--- config.mk ---
export PLATFORM = sky130hd
export DESIGN_NAME = iee_queue
export DESIGN_NICKNAME = d
export VERILOG_FILES = /design/src/iee_pkg.sv /design/src/iee_queue.sv
export SDC_FILE = /design/constraint.sdc
export NUM_CORES = 1
export LEC_CHECK = 0
export BUFFER_PORTS_ARGS = -buffer_cell sky130_fd_sc_hd__buf_2
export CAP_MARGIN = 20
export CORE_MARGIN = 4
export CORE_UTILIZATION = 45
export DETAILED_ROUTE_END_ITERATION = 16
export GPL_TIMING_DRIVEN = 0
export PLACE_DENSITY = 0.75
export RECOVER_POWER = 50
export SYNTH_ARGS = -nofsm -noshare
export SYNTH_HDL_FRONTEND = slang
export SYNTH_SLANG_ARGS = --single-unit
--- constraint.sdc ---
create_clock -name clk -period 1.3 [get_ports clk]
set_input_delay 0.065 -clock clk [delete_from_list [all_inputs] [get_ports clk]]
set_output_delay 0.065 -clock clk [all_outputs]
set_load 0.01 [all_outputs]
--- src/iee_pkg.sv ---
// Shared types, constants and helpers for the infix expression evaluator.
`timescale 1ns / 1ps

package iee_pkg;

    localparam int STACK_DEPTH = 64;
    localparam int IDX_W       = $clog2(STACK_DEPTH);
    localparam int CNT_W       = $clog2(STACK_DEPTH + 1);
    localparam int QUEUE_DEPTH = 4;

    // Error codes
    localparam logic [2:0] ERR_OK        = 3'd0;
    localparam logic [2:0] ERR_DIVZERO   = 3'd1;
    localparam logic [2:0] ERR_MALFORMED = 3'd2;
    localparam logic [2:0] ERR_OVERFLOW  = 3'd3;
    localparam logic [2:0] ERR_ILLEGAL   = 3'd4;

    typedef enum logic [2:0] {
        OP_ADD    = 3'd0,
        OP_SUB    = 3'd1,
        OP_MUL    = 3'd2,
        OP_DIV    = 3'd3,
        OP_MOD    = 3'd4,
        OP_POW    = 3'd5,
        OP_LPAREN = 3'd6
    } op_t;

    typedef enum logic [2:0] {
        K_DIGIT,
        K_LETTER,
        K_SPACE,
        K_OPER,
        K_LPAREN,
        K_RPAREN,
        K_ILLEGAL,
        K_END
    } kind_t;

    // One classified item as it travels from front to back
    typedef struct packed {
        kind_t      kind;
        op_t        op;
        logic [3:0] digit;
    } cmd_t;

    typedef enum logic [1:0] {
        M_OPER,
        M_CLOSE,
        M_END
    } mode_t;

    typedef enum logic [3:0] {
        S_IDLE,
        S_DISPATCH,
        S_LOOP,
        S_TOPEVAL,
        S_POPB,
        S_POPA,
        S_CAPA,
        S_EXEC,
        S_DIV,
        S_DIVFIX,
        S_POW,
        S_PUSH,
        S_FIN,
        S_FINW
    } state_t;

    function automatic logic [1:0] level_of(op_t op);
        case (op)
            OP_ADD, OP_SUB: level_of = 2'd1;
            OP_MUL, OP_DIV: level_of = 2'd2;
            OP_MOD, OP_POW: level_of = 2'd3;
            default:        level_of = 2'd0;
        endcase
    endfunction

endpackage

--- src/iee_queue.sv ---
// Short command queue between the front and the evaluation engine.
`timescale 1ns / 1ps

module iee_queue
    import iee_pkg::*;
(
    input  logic clk,
    input  logic rst_n,
    input  logic push,
    input  cmd_t wdata,
    output logic full,
    input  logic pop,
    output logic valid,
    output cmd_t rdata
);

    localparam int PTR_W = $clog2(QUEUE_DEPTH);

    cmd_t               slot_reg [QUEUE_DEPTH];
    logic [PTR_W-1:0]   wptr_reg, rptr_reg;
    logic [PTR_W:0]     fill_reg;

    assign full  = (fill_reg == (PTR_W+1)'(QUEUE_DEPTH));
    assign valid = (fill_reg != '0);
    assign rdata = slot_reg[rptr_reg];

    // Slot storage
    always_ff @(posedge clk)
    begin
        if (push)
        begin
            slot_reg[wptr_reg] <= wdata;
        end
    end

    // Pointers and fill level
    always_ff @(posedge clk or negedge rst_n)
    begin
        if (!rst_n)
        begin
            wptr_reg <= '0;
            rptr_reg <= '0;
            fill_reg <= '0;
        end
        else
        begin
            if (push)
            begin
                wptr_reg <= wptr_reg + PTR_W'(1);
            end
            if (pop)
            begin
                rptr_reg <= rptr_reg + PTR_W'(1);
            end
            if (push && !pop)
            begin
                fill_reg <= fill_reg + (PTR_W+1)'(1);
            end
            else if (pop && !push)
            begin
                fill_reg <= fill_reg - (PTR_W+1)'(1);
            end
        end
    end

endmodule

* Word level (Yosys, flattened, before mapping)
Memories as Yosys holds them, arrays and structs flattened.
Index checks and enable logic that the tools add are counted.
** Word-level totals
- Bits in writable memories :: 40
- Output and inout bits :: 12
- Memory bits (read-only) :: 0
- Bits in latches :: 0
- Memories :: 1
- Register bits after elaboration :: 7
** Cells by class
- Div/mod/pow operators :: 0
- Shift-type cells :: 0
- Multiplexer cells :: 4
- Add/subtract/negate cells :: 4
- Magnitude comparators :: 0
- Reduce and logical (&&, ||, !) cells :: 6
- Bitwise operators :: 0
- Eq/ne operators :: 1
- Multiply operators :: 0
** Memories
- slot_reg :: depth 4, bits a word 10, rd ports 1, clocked after memory_dff 0, wr ports 1, RTL line iee_queue.sv:19 : cmd_t slot_reg [QUEUE_DEPTH];
** Operators by type and width (count)
- $mux W3 :: 2
- $add A2 B1 Y2 const B :: 2
- $add A3 B1 Y3 const B :: 1
- $eq A3 B3 Y1 const B :: 1
- $reduce_bool A3 Y1 :: 1
- $sub A3 B1 Y3 const B :: 1
- $logic_and A1 B1 Y1 :: 2
- $logic_not A1 Y1 :: 2
- $mux W1 :: 2
- $reduce_bool A2 Y1 :: 1

* Longest topological paths before layout
- Depth in word-level cells :: 4
- Mapped depth :: 7

* Least setup slack after synthesis
Ideal clock, no wire load.
- Kind :: register to register
- Start :: register fill_reg[0]
- End :: register fill_reg[2]
- Buffers on the path :: 0
- Cell stages (with the launch flop) :: 5
- Arrival time :: 1.233 ns
- Library setup time :: 0.079 ns
- Clock period less this slack :: 1.312 ns
- Path slack :: -0.012 ns
- Path through :: dfrtp_1 > fa_1 > xor2_1 > nor2_1 > xor2_1
** On the way
- Cells in the longest elaborated chain, start to end :: 3
- Elaborated cells on any way between the ends :: 4
- Classes of those cells :: add/sub: 2; mux: 2
** RTL lines
- start: declaration :: RTL line iee_queue.sv:21 : logic [PTR_W:0] fill_reg;
- start signal: assignment :: RTL line iee_queue.sv:57 : fill_reg <= fill_reg + (PTR_W+1)'(1);
- start signal: assignment :: RTL line iee_queue.sv:61 : fill_reg <= fill_reg - (PTR_W+1)'(1);
- $sub A3 B1 Y3 :: RTL line iee_queue.sv:61
- $mux W3 :: RTL line iee_queue.sv:59 : else if (pop && !push)
- $mux W3 * :: RTL line iee_queue.sv:55 : if (push && !pop)
Mark *: on every way between the ends. The rest lies on a longest branch, timed or not. The select of a mux whose other input is x is not followed.
A chain may end at the register's enable or synchronous reset.

==> impl_metrics.env <==
export IMPL_run_status="finished, violations left"
export IMPL_failed_checks="negative setup slack"
export IMPL_antenna_found_initial=0
export IMPL_nets=156
export IMPL_grt_max_degree=15
export IMPL_yosysSeqAreaShare=0.747
export IMPL_ff2ff_path_depth=2
export IMPL_syn_inst=86
export IMPL_hpwlAfterDp_um=1920
export IMPL_cts_sinks=47
export IMPL_peakVddDrop_mv=0.902
export IMPL_syn_area_per_cell_um2=21.4
export IMPL_io_buffer_count=25
export IMPL_insertion_delay_ns=0.29
export IMPL_antennaDiodeCount=0
export IMPL_r2r_end="fill_reg[1]"
export IMPL_cp_required_ns=1.24
export IMPL_end_kind="output port"
export IMPL_ys_seq_elements=47
export IMPL_maxCapViolations=0
export IMPL_rsz0062_at_grt="true"
export IMPL_htreeDepth=2
export IMPL_first_pass_iters=4
export IMPL_route_detailed_drc=0
export IMPL_critPathBufInv=2
export IMPL_core_area_mm2=0.00380
export IMPL_synth_nets=106
export IMPL_overflow=0
export IMPL_final_setup_worst_slack_ns=-0.325
export IMPL_cp_cell_sequence="clkbuf_16 > mux4_2 > buf_6"
export IMPL_drt_wl_total_um=3150
export IMPL_ys_warn_count=0
export IMPL_path_max_fanout=4
export IMPL_grt_pass1_wl_um=4890
export IMPL_initial_core_util=0.485
export IMPL_ios=26
export IMPL_drv_slew=0
export IMPL_num_vias=948
export IMPL_largest_reg_flops=40
export IMPL_drive_gt1_frac=0.350
export IMPL_grt_pass1_vias=989
export IMPL_placed_cells=159
export IMPL_setup_viol=10
export IMPL_hold_start="push"
export IMPL_path_clk_slew_ns=0.08
export IMPL_start_kind="register"
export IMPL_fmax_mhz=615
export IMPL_cp_top_family="multiplexers"
export IMPL_cts_made_buffers=5
export IMPL_fin_crit_sh=1.25
export IMPL_yosysUniqueCellTypes=18
export IMPL_r2r_start="fill_reg[1]"
export IMPL_cpPeakStageDelay_ns=0.49
export IMPL_synth_area_mm2=0.00184
export IMPL_holdPathEnd="wptr_reg[0]"
export IMPL_min_period_ns=1.63
export IMPL_powerDensity_mw_per_mm2=2160
export IMPL_slew_headroom=0.726
export IMPL_slowest_stage="mux4_2"
export IMPL_place_gp_congestion=0.712
export IMPL_final_cell_mix="40 x edfxtp_1, 12 x dlygate4sd3_1, 11 x clkbuf_1"
export IMPL_die_area_mm2=0.00518
export IMPL_finalHoldViolations=0
export IMPL_skew_ns=0.00375
export IMPL_p_leak_uw=0.000871
export IMPL_num_rows=22
export IMPL_die_h_um=72.0
export IMPL_avgViaCountPerCell=5.12
export IMPL_cts_tree="done"
export IMPL_min_path_type="in -> reg"
export IMPL_placed_area_mm2=0.00203
export IMPL_drtAntennaViolNets=0
export IMPL_worst_slew_pin_slew_ns=0.411
export IMPL_avgRoutedWirePerCell_um=17.0
export IMPL_clk_path_buf_depth=2
export IMPL_regToRegSetupSlack_ns=0.02
export IMPL_p_total_uw=5140
export IMPL_syn2layout_area_growth_pct=28.9
export IMPL_final_common_cell="edfxtp_1"
export IMPL_final_instance_count_excl_fill=185
export IMPL_drt_iter0_markers=78
export IMPL_design_area_mm2=0.00237
export IMPL_die_x_um=72.0
export IMPL_critPathKind="reg -> out"
export IMPL_arrival_ns=1.56
export IMPL_root_buffer="clkbuf_8"
export IMPL_grt_usage=0.134
export IMPL_holdPathStages=2
cell usage after synthesis, drive strengths merged:
library cell  count  share of area
buf               2         0.0088
fa                1          0.011
mux4             10           0.13
nor3b             1         0.0041
inv               4         0.0081
xnor2             2         0.0095
nand2             2         0.0041
dfrtp             7          0.095
edfxtp           40           0.65
ha                5          0.034
or3               1         0.0034
nor2              1         0.0020
and2              4          0.014
o21ai             1         0.0027
mux2              1         0.0061
xor2              4          0.019
metrics by stage:
step | util | setup slack (ns) | setup TNS [ns] | hold slack [ns]
floorplan | - | 0.0329 | 0 | -0.231
detailed placement | 0.534 | -0.203 | -7.45 | -0.0907
finish | 0.625 | -0.325 | -3.07 | 0.0432
CTS | 0.610 | -0.329 | -3.05 | 0.0294
global route | 0.625 | -0.372 | -3.62 | 0.0566
global placement | 0.534 | -0.168 | -5.74 | -0.0980
where the power goes:
group          internal (uW)  switching (uW)  total [uW]
sequential              2020             192        2210
combinational           1110             806        1920
clock                    562             448        1010
total                   3690            1450        5140
routing by layer:
layer | GRT usage | wire length (um) | vias to the layer above
met2 | 0.235 | 1740 | 28
li1 | - | - | 432
met3 | 0.0429 | 187 | 7
met4 | 0.0689 | 71 | 0
met5 | 0 | 0 | -
met1 | 0.144 | 1150 | 481
logic make-up (layout without fill, tap and decap cells):
| logic type | after synthesis | after routing | share of synthesized area |
|---|---|---|---|
| compound gates | 1 | 1 | 0.00271 |
| xor+xnor | 6 | 6 | 0.0285 |
| fa+ha+maj | 6 | 6 | 0.0448 |
| buf+inv | 6 | 57 | 0.0170 |
| flops | 47 | 47 | 0.747 |
| mux | 11 | 11 | 0.132 |
| simple gates | 9 | 9 | 0.0272 |
area by class of cell:
class                   count  area [um2]
multi-input cells          33         443
clock buffers               5        68.8
fillers                   275        1420
plain buffers               2        25.0
clock inverters             3        38.8
well taps                  48        60.1
inverters                   4        15.0
flip-flops and latches     47        1380
repair buffers             43         345
timing repair:
item	4_1_cts	5_1_grt
gates resized for setup	10	13
pin swaps	5	1
hold endpoints to repair	48	0
cloned	0	1
endpoints found under the setup margin	53	24
hold buffers	12	0
setup buffers	4	1
worst max-delay path by stage:
stage / from / end / slack, ns / cells after the start
6_report: rptr_reg[0] / rdata[4] / -0.33 / 3
5_1_grt: rptr_reg[0] / rdata[0] / -0.37 / 3
4_1_cts: rptr_reg[0] / rdata[9] / -0.33 / 3
3_5_place_dp: wptr_reg[0] / slot_reg[0][7] / -0.20 / 3
3_3_place_gp: wptr_reg[0] / slot_reg[0][7] / -0.17 / 3
2_1_floorplan: fill_reg[0] / fill_reg[2] / 0.03 / 4
Power figures use the tool's default switching activity.
