==> config.mk <==
export PLATFORM = sky130hd
export DESIGN_NAME = iee_front
export DESIGN_NICKNAME = d
export VERILOG_FILES = /design/src/iee_pkg.sv /design/src/iee_front.sv
export SDC_FILE = /design/constraint.sdc
export NUM_CORES = 1
export LEC_CHECK = 0
export BUFFER_PORTS_ARGS = -buffer_cell sky130_fd_sc_hd__buf_4
export CAP_MARGIN = 25
export CORE_AREA = 8 8 45 47
export DETAILED_ROUTE_END_ITERATION = 8
export DIE_AREA = 0 0 53 55
export GPL_TIMING_DRIVEN = 0
export PLACE_DENSITY_LB_ADDON = 0.3
export SLEW_MARGIN = 0
export SYNTH_ARGS = -nofsm -noshare
export SYNTH_HDL_FRONTEND = slang
export SYNTH_SLANG_ARGS = --single-unit
export TNS_END_PERCENT = 5
==> constraint.sdc <==
create_clock -name vclk -period 1.7
set_input_delay 0.085 -clock vclk [all_inputs]
set_output_delay 0.085 -clock vclk [all_outputs]
set_load 0.05 [all_outputs]
==> src/iee_pkg.sv <==
// Shared types, constants and helpers for the infix expression evaluator.
`timescale 1ns / 1ps

package iee_pkg;

    localparam int STACK_DEPTH = 64;
    localparam int IDX_W       = $clog2(STACK_DEPTH);
    localparam int CNT_W       = $clog2(STACK_DEPTH + 1);
    localparam int QUEUE_DEPTH = 4;

    // Error codes
    localparam logic [2:0] ERR_OK        = 3'd0;
    localparam logic [2:0] ERR_DIVZERO   = 3'd1;
    localparam logic [2:0] ERR_MALFORMED = 3'd2;
    localparam logic [2:0] ERR_OVERFLOW  = 3'd3;
    localparam logic [2:0] ERR_ILLEGAL   = 3'd4;

    typedef enum logic [2:0] {
        OP_ADD    = 3'd0,
        OP_SUB    = 3'd1,
        OP_MUL    = 3'd2,
        OP_DIV    = 3'd3,
        OP_MOD    = 3'd4,
        OP_POW    = 3'd5,
        OP_LPAREN = 3'd6
    } op_t;

    typedef enum logic [2:0] {
        K_DIGIT,
        K_LETTER,
        K_SPACE,
        K_OPER,
        K_LPAREN,
        K_RPAREN,
        K_ILLEGAL,
        K_END
    } kind_t;

    // One classified item as it travels from front to back
    typedef struct packed {
        kind_t      kind;
        op_t        op;
        logic [3:0] digit;
    } cmd_t;

    typedef enum logic [1:0] {
        M_OPER,
        M_CLOSE,
        M_END
    } mode_t;

    typedef enum logic [3:0] {
        S_IDLE,
        S_DISPATCH,
        S_LOOP,
        S_TOPEVAL,
        S_POPB,
        S_POPA,
        S_CAPA,
        S_EXEC,
        S_DIV,
        S_DIVFIX,
        S_POW,
        S_PUSH,
        S_FIN,
        S_FINW
    } state_t;

    function automatic logic [1:0] level_of(op_t op);
        case (op)
            OP_ADD, OP_SUB: level_of = 2'd1;
            OP_MUL, OP_DIV: level_of = 2'd2;
            OP_MOD, OP_POW: level_of = 2'd3;
            default:        level_of = 2'd0;
        endcase
    endfunction

endpackage

==> src/iee_front.sv <==
// Input side: takes characters and classifies them into commands.
`timescale 1ns / 1ps

module iee_front
    import iee_pkg::*;
(
    input  logic       in_valid,
    output logic       in_stall,
    input  logic       req_type,
    input  logic [7:0] char_code,
    input  logic       q_full,
    output logic       q_push,
    output cmd_t       q_wdata
);

    assign in_stall = q_full;
    assign q_push   = in_valid && !q_full;

    // Character classification
    always_comb
    begin
        q_wdata.kind  = K_ILLEGAL;
        q_wdata.op    = OP_ADD;
        q_wdata.digit = char_code[3:0];
        if (req_type)
        begin
            q_wdata.kind = K_END;
        end
        else if (char_code >= 8'h30 && char_code <= 8'h39)
        begin
            q_wdata.kind = K_DIGIT;
        end
        else if ((char_code >= 8'h61 && char_code <= 8'h7a) ||
                 (char_code >= 8'h41 && char_code <= 8'h5a))
        begin
            q_wdata.kind = K_LETTER;
        end
        else
        begin
            case (char_code)
                8'h20: q_wdata.kind = K_SPACE;
                8'h2b: begin q_wdata.kind = K_OPER; q_wdata.op = OP_ADD; end
                8'h2d: begin q_wdata.kind = K_OPER; q_wdata.op = OP_SUB; end
                8'h2a: begin q_wdata.kind = K_OPER; q_wdata.op = OP_MUL; end
                8'h2f: begin q_wdata.kind = K_OPER; q_wdata.op = OP_DIV; end
                8'h25: begin q_wdata.kind = K_OPER; q_wdata.op = OP_MOD; end
                8'h5e: begin q_wdata.kind = K_OPER; q_wdata.op = OP_POW; end
                8'h28: q_wdata.kind = K_LPAREN;
                8'h29: q_wdata.kind = K_RPAREN;
                default: q_wdata.kind = K_ILLEGAL;
            endcase
        end
    end

endmodule

[Word level (Yosys, flattened, before mapping)]
Index checks and enable logic that the tools add are counted.
Word-level totals
  output and inout port bits: 12
  bits in registers: 0
  bits of input ports: 11
  logic and storage cells: 30
Operators by class
  reductions and logical operators: 7
  muxes and demuxes: 8
  eq/ne operators: 9
  order comparisons: 6
Operators by type and width (number)
  equality test 8 x 6 -> 1 bit, second input constant: 8
  two-way mux 3 bit: 6
  greater-or-equal comparator 8 x 7 -> 1 bit, second input constant: 2
  less-or-equal comparator 8 x 7 -> 1 bit, second input constant: 2
  case mux 3 bit (5 select lines): 1
  case mux 3 bit (4 select lines): 1
  equality test 8 x 7 -> 1 bit, second input constant: 1
  greater-or-equal comparator 8 x 6 -> 1 bit, second input constant: 1
  less-or-equal comparator 8 x 6 -> 1 bit, second input constant: 1
  OR reduction 6 bit: 1
  logical AND 1 bit: 4
  logical NOT 1 bit: 1
  logical OR 1 bit: 1

[Depth between registers and ports, before layout]
Gate-level depths: netlist of the first run.
  depth in word-level cells: 6
  mapped depth: 5
  depth with buffers taken out: 4

[Least setup slack after synthesis of the first run]
Ideal clock, no wire load.
  kind: in2out
  start: input char_code[3]
  end: output q_wdata[5] in the netlist's numbering
  setup slack: -0.350 ns
  buffers on the path: 1
  stages: 5
  arrival: 1.965 ns
  required time: 1.615 ns
  cells stage by stage: buf_6 -> or4_4 -> o22ai_4 -> o21ai_2 -> nor4_2
RTL lines
  start, declared: line iee_front.sv:10  | input logic [7:0] char_code,
  end, declared: line iee_front.sv:13  | output cmd_t q_wdata

==> impl_metrics.ini, run 1 <==
[logic_synthesis]
postSynthCellCount = 45
synth_top_area_cell = buf_4
synth_seq_area_share_pct = 0
synth_top_area_share_pct = 12.0
synth_area_per_cell_um2 = 6.95
netlist_area_um2 = 313
synth_common_cells = buf_4 (5), nand2_1 (5), a21oi_1 (4), nor2_1 (4), nand2b_1 (3)
synth.area.top_cells = buf_4 (12%), or4_4 (7.2%), a21oi_1 (6.4%)
synth_cell_types = 25
syn_nets = 56
ys_warn_count = 0

[timing]
min_period_ps = 1630
tightest_slew_ps = 312
period_share_pct = 95.9
setup_tns_ps = 0
fin_hold_ws_ps = 428
relSlewSlack_pct = 78.9
drv_slew = 0
grt_setup_unrepaired = no
setup_viol = 0
fmax_mhz = 613
finalHoldViolCount = 0

[global_routing]
grt_util_met3_pct = 1.07
grt_pass1_wl_um = 1450
grt_pass1_vias = 344
grt_max_degree = 11
antenna_found_initial = 0
met1_usage_pct = 8.30
gr-max-usage-layer = met2
gr-total-overflow = 0
grtUsageMet2_pct = 9.96
gr-usage-all-layers_pct = 5.99

[final_layout]
final_cell_area_um2 = 518
fin_cells = 83
syn_to_final_growth_pct = 65.6
fillers = 151
n_clock_buffer = 0
drive_gt1_share_pct = 55.2
n_antenna_cell = 0
final_nets = 80
design.seq.count = 0
ff_latch_area_um2 = 0
multiInputGateArea_um2 = 280

[floorplanning]
core_um2 = 1380
floorplan.die_area_um2 = 2920
die_x_um = 53
std_cell_rows = 14
num_io_pins = 23
start_util_pct = 22.6
die_h_um = 55

[power_and_ir_drop]
p_comb_share_pct = 100.0
peakVddDrop_mv = 0.0997
p_leak_nw = 0.231
p_total_w = 0.000149
p_switching_w = 0.0000895
seq_power_share_pct = 0
power_density_nw_per_um2 = 288
p_sw_share_pct = 60.0
clkPwrFrac_pct = 0
internal-power_w = 0.0000597

[place]
numPortBuffers = 22
placed_cells = 83
place_congestion = 0.792
dp_hpwl_um = 814
dpl_cell_area_um2 = 510

[worst_hold_path]
hold_path.startpoint = char_code[3]
min_path_cells = 2
hold_class = input pin to primary output
min_to = q_wdata[3]

[detailed_routing]
dr.pass1.iters = 4
wl_um = 964
initialDrtViolationCount = 6
dr_total_vias = 384
drtAntennaViolNets = 0
viasPerCell = 4.63
wl_per_cell_um = 11.6
drc = 0

[cts]
post-cts-setup-buffer-count = 0

[critical_path]
critPathKind = input pin to primary output
crit_slowest_cell = or4_4
critPathLaunch = char_code[2]
startpoint_type = input pin
cp_common_cell = buf_4
worstPathMaxFanout = 9
max_stage_delay_ps = 540
crit_family = simple AND/OR/NAND/NOR gates
critPathCaptureType = primary output
crit_chain = buf_4, or4_4, o22ai_4, o21ai_1, or3_1, buf_4
path_buf_inv = 2
path_depth = 6
worstPathRequired_ps = 1620
crit_arrival_ps = 1550

[run_status]
status = complete, no violations

[run]
maxCapViolations = 0
==> power groups by stage <==
stage	Sequential, W	Combinational, W	Clock, W
floorplan	0	0.0000955	0
global placement	0	0.000148	0
detailed placement	0	0.000150	0
CTS	0	0.000150	0
global route	0	0.000160	0
finish	0	0.000149	0
==> logic make-up after synthesis <==
kind of cell / after synthesis / share of synthesized area, %
and+or+nand+nor: 23 / 46.0
AOI/OAI and AO/OA: 15 / 35.6
buffers and inverters: 6 / 15.6
xor gates and xnor gates: 1 / 2.80
==> timing repair <==
action,in CTS,in global routing
resized for setup,0,2
setup endpoints to repair,0,2
hold buffers,0,0
==> layout by cell type, fill, tap and decap left out, drive strengths merged, types with 2 or more instances in the layout <==
master and count:
nand2 5, nand2b 3, buf 28, nor2b 2
o21bai 2, a21oi 4, nor2 4, o21ai 4
or4 2
==> per-stage QoR <==
step | util [%] | worst slack, ps
6_report | 37.4 | 69.3
4_1_cts | 36.9 | 20.0
5_1_grt | 37.4 | 21.4
3_5_place_dp | 36.9 | 16.9
3_3_place_gp | 36.9 | 32.7
2_1_floorplan | - | -212
==> area by class of cell <==
class,count,area share [%]
Multi-Input combinational cell,39,54.1
Timing Repair Buffer,22,32.6
Tap cell,16,3.86
Buffer,6,9.42
==> worst max-delay path by stage <==
stage | slack [ps] | end
after detailed placement | 20 | q_wdata[5]
final | 70 | q_wdata[7]
after global placement | 30 | q_wdata[5]
after global routing | 20 | q_wdata[7]
after floorplan | -210 | q_wdata[6]
after CTS | 20 | q_wdata[5]
==> per-layer routing <==
metal,wire [um],vias up,part of all wire (%)
met5,0,-,0
met2,415,15,43
met1,430,161,45
li1,-,208,-
met4,0,0,0
met3,119,0,12
No activity file was read; power rests on OpenSTA's default activity.
==> inputs of run 2 (changes only) <==
- ABC_AREA: not set -> 1
- CAP_MARGIN: 25 -> 15
- SETUP_SLACK_MARGIN: not set -> 0.4
==> run 2 against run 1 <==
Compared with the run above:
- sequential cell count is the same
- hold slack gained 41 ps
- critical path depth grew 3
- via count grew 17%
- largest cell class unchanged
- global-route usage is the same
- non-clock buffer count is the same
- synthesized cell count grew 51%
- area after synthesis grew 1.6%
- combinational power shrank 8%
- wire length shrank 1.1%
==> impl_metrics.ini, run 2 <==
[critical_path]
worstPathRequired_ps = 1620
crit_arrival_ps = 1020
path_buf_inv = 3
crit_chain = buf_4, inv_1, nand2_1, nor2_4, nand2_1, nor2_1, nand2_1, nand4_1, buf_4
cp_common_cell = nand2_1
startpoint_type = input pin
max_stage_delay_ps = 200
worstPathMaxFanout = 6
crit_slowest_cell = buf_4
critPathCaptureType = primary output
crit_family = simple AND/OR/NAND/NOR gates
critPathKind = input pin to primary output

[final_layout]
design.seq.count = 0
utilization_pct = 36.9
final_nets = 104
final_cell_mix = buf_4 (28), nand2_1 (19), inv_1 (13)
syn_to_final_growth_pct = 60.6
n_antenna_cell = 0
drive_gt1_share_pct = 37.4
layout_commonest_cell = buf_4
fillers = 162
ff_latch_area_um2 = 0
n_clock_buffer = 0

[timing]
finalHoldViolCount = 0
setup_tns_ps = 0
grt_setup_unrepaired = no
drv_slew = 0
relSlewSlack_pct = 89.6
min_period_ps = 1110
fin_hold_ws_ps = 469
tightest_slew_ps = 155
period_share_pct = 65.2
setup_viol = 0
fmax_mhz = 902

[floorplanning]
floorplan.die_area_um2 = 2920
start_util_pct = 23.0
num_io_pins = 23
core_um2 = 1380
std_cell_rows = 14
die_x_um = 53
die_h_um = 55

[power_and_ir_drop]
p_total_w = 0.000137
seq_power_share_pct = 0
p_leak_nw = 0.314
internal-power_w = 0.0000516
p_sw_share_pct = 62.4
peakVddDrop_mv = 0.0813
p_comb_share_pct = 100.0
p_switching_w = 0.0000857
power_density_nw_per_um2 = 269
clkPwrFrac_pct = 0

[logic_synthesis]
synth.area.top_cells = nand2_1 (22%), inv_1 (15%), nor2_1 (13%)
synth_area_per_cell_um2 = 4.67
postSynthCellCount = 68
synth_cell_types = 15
synth_common_cells = nand2_1 (19), inv_1 (13), nor2_1 (11)
yosysMostFrequentCell = nand2_1
ys_warn_count = 0
synth_top_area_cell = nand2_1
syn_nets = 79
netlist_area_um2 = 318
synth_top_area_share_pct = 22.4
synth_seq_area_share_pct = 0

[global_routing]
grt_max_degree = 9
gr-total-overflow = 0
grt_pass1_vias = 394
gr-usage-all-layers_pct = 5.99
grt_pass1_wl_um = 1480
antenna_found_initial = 0

[detailed_routing]
viasPerCell = 4.20
drtAntennaViolNets = 0
dr_total_vias = 449
wl_um = 953
dr.pass1.iters = 5
initialDrtViolationCount = 8
wl_per_cell_um = 8.91
drc = 0

[place]
place_congestion = 0.855
numPortBuffers = 23
dp_hpwl_um = 860

[cts]
cts-resized-gates = 0
cts_hold_buf = 0
post-cts-setup-buffer-count = 0

[run_status]
status = complete, no violations

[worst_hold_path]
hold_class = input pin to primary output

[run]
maxCapViolations = 0
run 2: final timing paths:
check	from	end	slack, ps	depth (start not counted)
max	char_code[7]	q_wdata[7]	590	9
min	q_full	q_push	470	3
run 2: power groups by stage:
| stage | clock network [W] | registers (W) | logic [W] |
|---|---|---|---|
| 2_1_floorplan | 0 | 0 | 0.0000848 |
| 3_5_place_dp | 0 | 0 | 0.000138 |
| 5_1_grt | 0 | 0 | 0.000149 |
| 3_3_place_gp | 0 | 0 | 0.000138 |
| 6_report | 0 | 0 | 0.000137 |
| 4_1_cts | 0 | 0 | 0.000139 |
run 2: layer usage:
layer  global-route usage [%]  routed length, um
met1                     7.39                409
met4                        0                  0
met2                     11.1                467
met3                     1.07                 75
met5                        0                  0
run 2: final cells by class:
cell class,count,area (um^2),share of cell area (%)
Timing Repair Buffer,23,173,33.8
Tap cell,16,20.0,3.92
Multi-Input combinational cell,49,228,44.6
Buffer,5,37.5,7.35
Inverter,14,52.6,10.3
run 2: kinds of logic after synthesis:
family	Yosys count	share of synthesized area, %
buffers and inverters	19	28.3
AO/OA/AOI/OAI	5	7.87
AND/OR/NAND/NOR	44	63.8
run 2: stage by stage:
| step | setup slack [ps] | cells | instance area, um^2 |
|---|---|---|---|
| finish | 592 | 107 | 510 |
| global route | 445 | 107 | 510 |
| CTS | 579 | 107 | 510 |
| detailed placement | 587 | 107 | 510 |
| global placement | 575 | 107 | 510 |
| floorplan | 417 | 68 | 318 |
==> inputs of run 3 (changes only) <==
- clock period: 1.7 -> 0.98 ns (I/O delays scaled with it)
==> run 3 against run 2 <==
Compared with the run above:
- the run now ends with negative setup slack left
- highest routed layer unchanged
- non-clock buffer count rose by 1
- sequential share of layout area did not move
- worst setup slack got worse by 600 ps
- final cell count rose by 0.93%
- power rose by 120%
- wire length rose by 3.9%
==> impl_metrics.ini, run 3 (same netlist as run 2, synthesis figures left out) <==
[floorplanning]
core_um2 = 1380
std_cell_rows = 14
die_h_um = 55
floorplan.die_area_um2 = 2920
num_io_pins = 23
die_x_um = 53
start_util_pct = 23.0

[critical_path]
path_depth = 10
worstPathRequired_ps = 930
cp_common_cell = nand2_2
crit_arrival_ps = 940
crit_slowest_cell = buf_6
critPathCaptureType = primary output
crit_chain = buf_4, inv_4, nand2_2, nor2_4, nand2_2, nand3_2, nor2_2, nand3_1, nand2_1, buf_6
path_buf_inv = 3
critPathKind = input pin to primary output
startpoint_type = input pin
crit_family = simple AND/OR/NAND/NOR gates
max_stage_delay_ps = 160
worstPathMaxFanout = 6
critPathLaunch = char_code[0]
setup.worst_path.end = q_wdata[9]

[final_layout]
drive_gt1_share_pct = 63.0
final_nets = 105
fillers = 155
ff_latch_area_um2 = 0
utilization_pct = 48.7
layout_commonest_cell = buf_4
final_cell_mix = buf_4 (19), nand2_1 (12), inv_1 (9)
n_clock_buffer = 0
n_antenna_cell = 0
syn_to_final_growth_pct = 112
design.seq.count = 0

[power_and_ir_drop]
p_leak_nw = 0.355
peakVddDrop_mv = 0.216
power_density_nw_per_um2 = 448

[global_routing]
grt_pass1_vias = 426
grt_pass1_wl_um = 1660
grt_max_degree = 9
gr-usage-all-layers_pct = 6.81
gr-total-overflow = 0
antenna_found_initial = 0

[worst_hold_path]
hold_path.startpoint = q_full
hold_class = input pin to primary output
min_path_cells = 3

[timing]
fmax_mhz = 1010
finalHoldViolCount = 0
grt_setup_unrepaired = yes
min_period_ps = 989
fin_hold_ws_ps = 391
drv_slew = 0
worst_slack_ps = -8.62
tightest_slew_ps = 194
relSlewSlack_pct = 87.0
setup_viol = 2
period_share_pct = 101

[detailed_routing]
dr_total_vias = 454
wl_per_cell_um = 9.17
initialDrtViolationCount = 7
viasPerCell = 4.20
dr.pass1.iters = 4
drtAntennaViolNets = 0
drc = 0
wl_um = 990

[run]
maxCapViolations = 0

[place]
dp_hpwl_um = 902
place_congestion = 0.799
pre_cts_ws_ps = -62.9
numPortBuffers = 23

[cts]
cts_hold_buf = 0

[run_status]
status = finished, violations left
violations = negative setup slack
run 3: cell types whose count changed in the layout (fill, tap and decap cells not counted), sizes merged:
cell / delta
buf: +1
run 3: final cells by class:
class	count	area [um^2]	area share, %
Buffer	5	37.5	5.57
Inverter	14	75.1	11.1
Multi-Input combinational cell	49	308	45.6
Tap cell	16	20.0	2.97
Timing Repair Buffer	24	234	34.7
run 3: metal layers:
layer	global-route usage, %	share of wire [%]	up-vias
met4	0	0	0
met5	0	0	-
li1	-	-	254
met2	13.3	54	9
met1	7.84	38	191
met3	1.34	8.1	0
run 3: worst min path at each step:
stage	endpoint	slack, ps
final	q_push	390
after global routing	q_wdata[5]	400
after detailed placement	q_push	390
after global placement	q_push	390
after CTS	q_push	390
after floorplan	q_wdata[4]	190
run 3: where the power goes:
group / internal (W) / switching (W)
clock network: 0 / 0
logic: 0.000122 / 0.000180
registers: 0 / 0
total: 0.000122 / 0.000180
run 3: timing repair:
action                                  4_1_cts  5_1_grt
endpoints found under the setup margin        6        6
pin swaps                                     9        7
gates resized for setup                      15        7
setup buffers                                 0        1
cloned                                        0        0
run 3: metrics by stage:
step                      cells  instance area, um^2  TNS (ps)  total power (W)
after global routing        108                  674      -290         0.000325
final                       108                  674     -11.9         0.000302
after detailed placement    107                  591      -122         0.000273
after floorplan              68                  398         0         0.000167
after global placement      107                  591      -118         0.000271
after CTS                   107                  641     -29.3         0.000292
run 3: tightest hold or removal path, delay by kind of cell:
family        cells  cell delay [ps]
simple gates      1               30
buf+inv           2              250
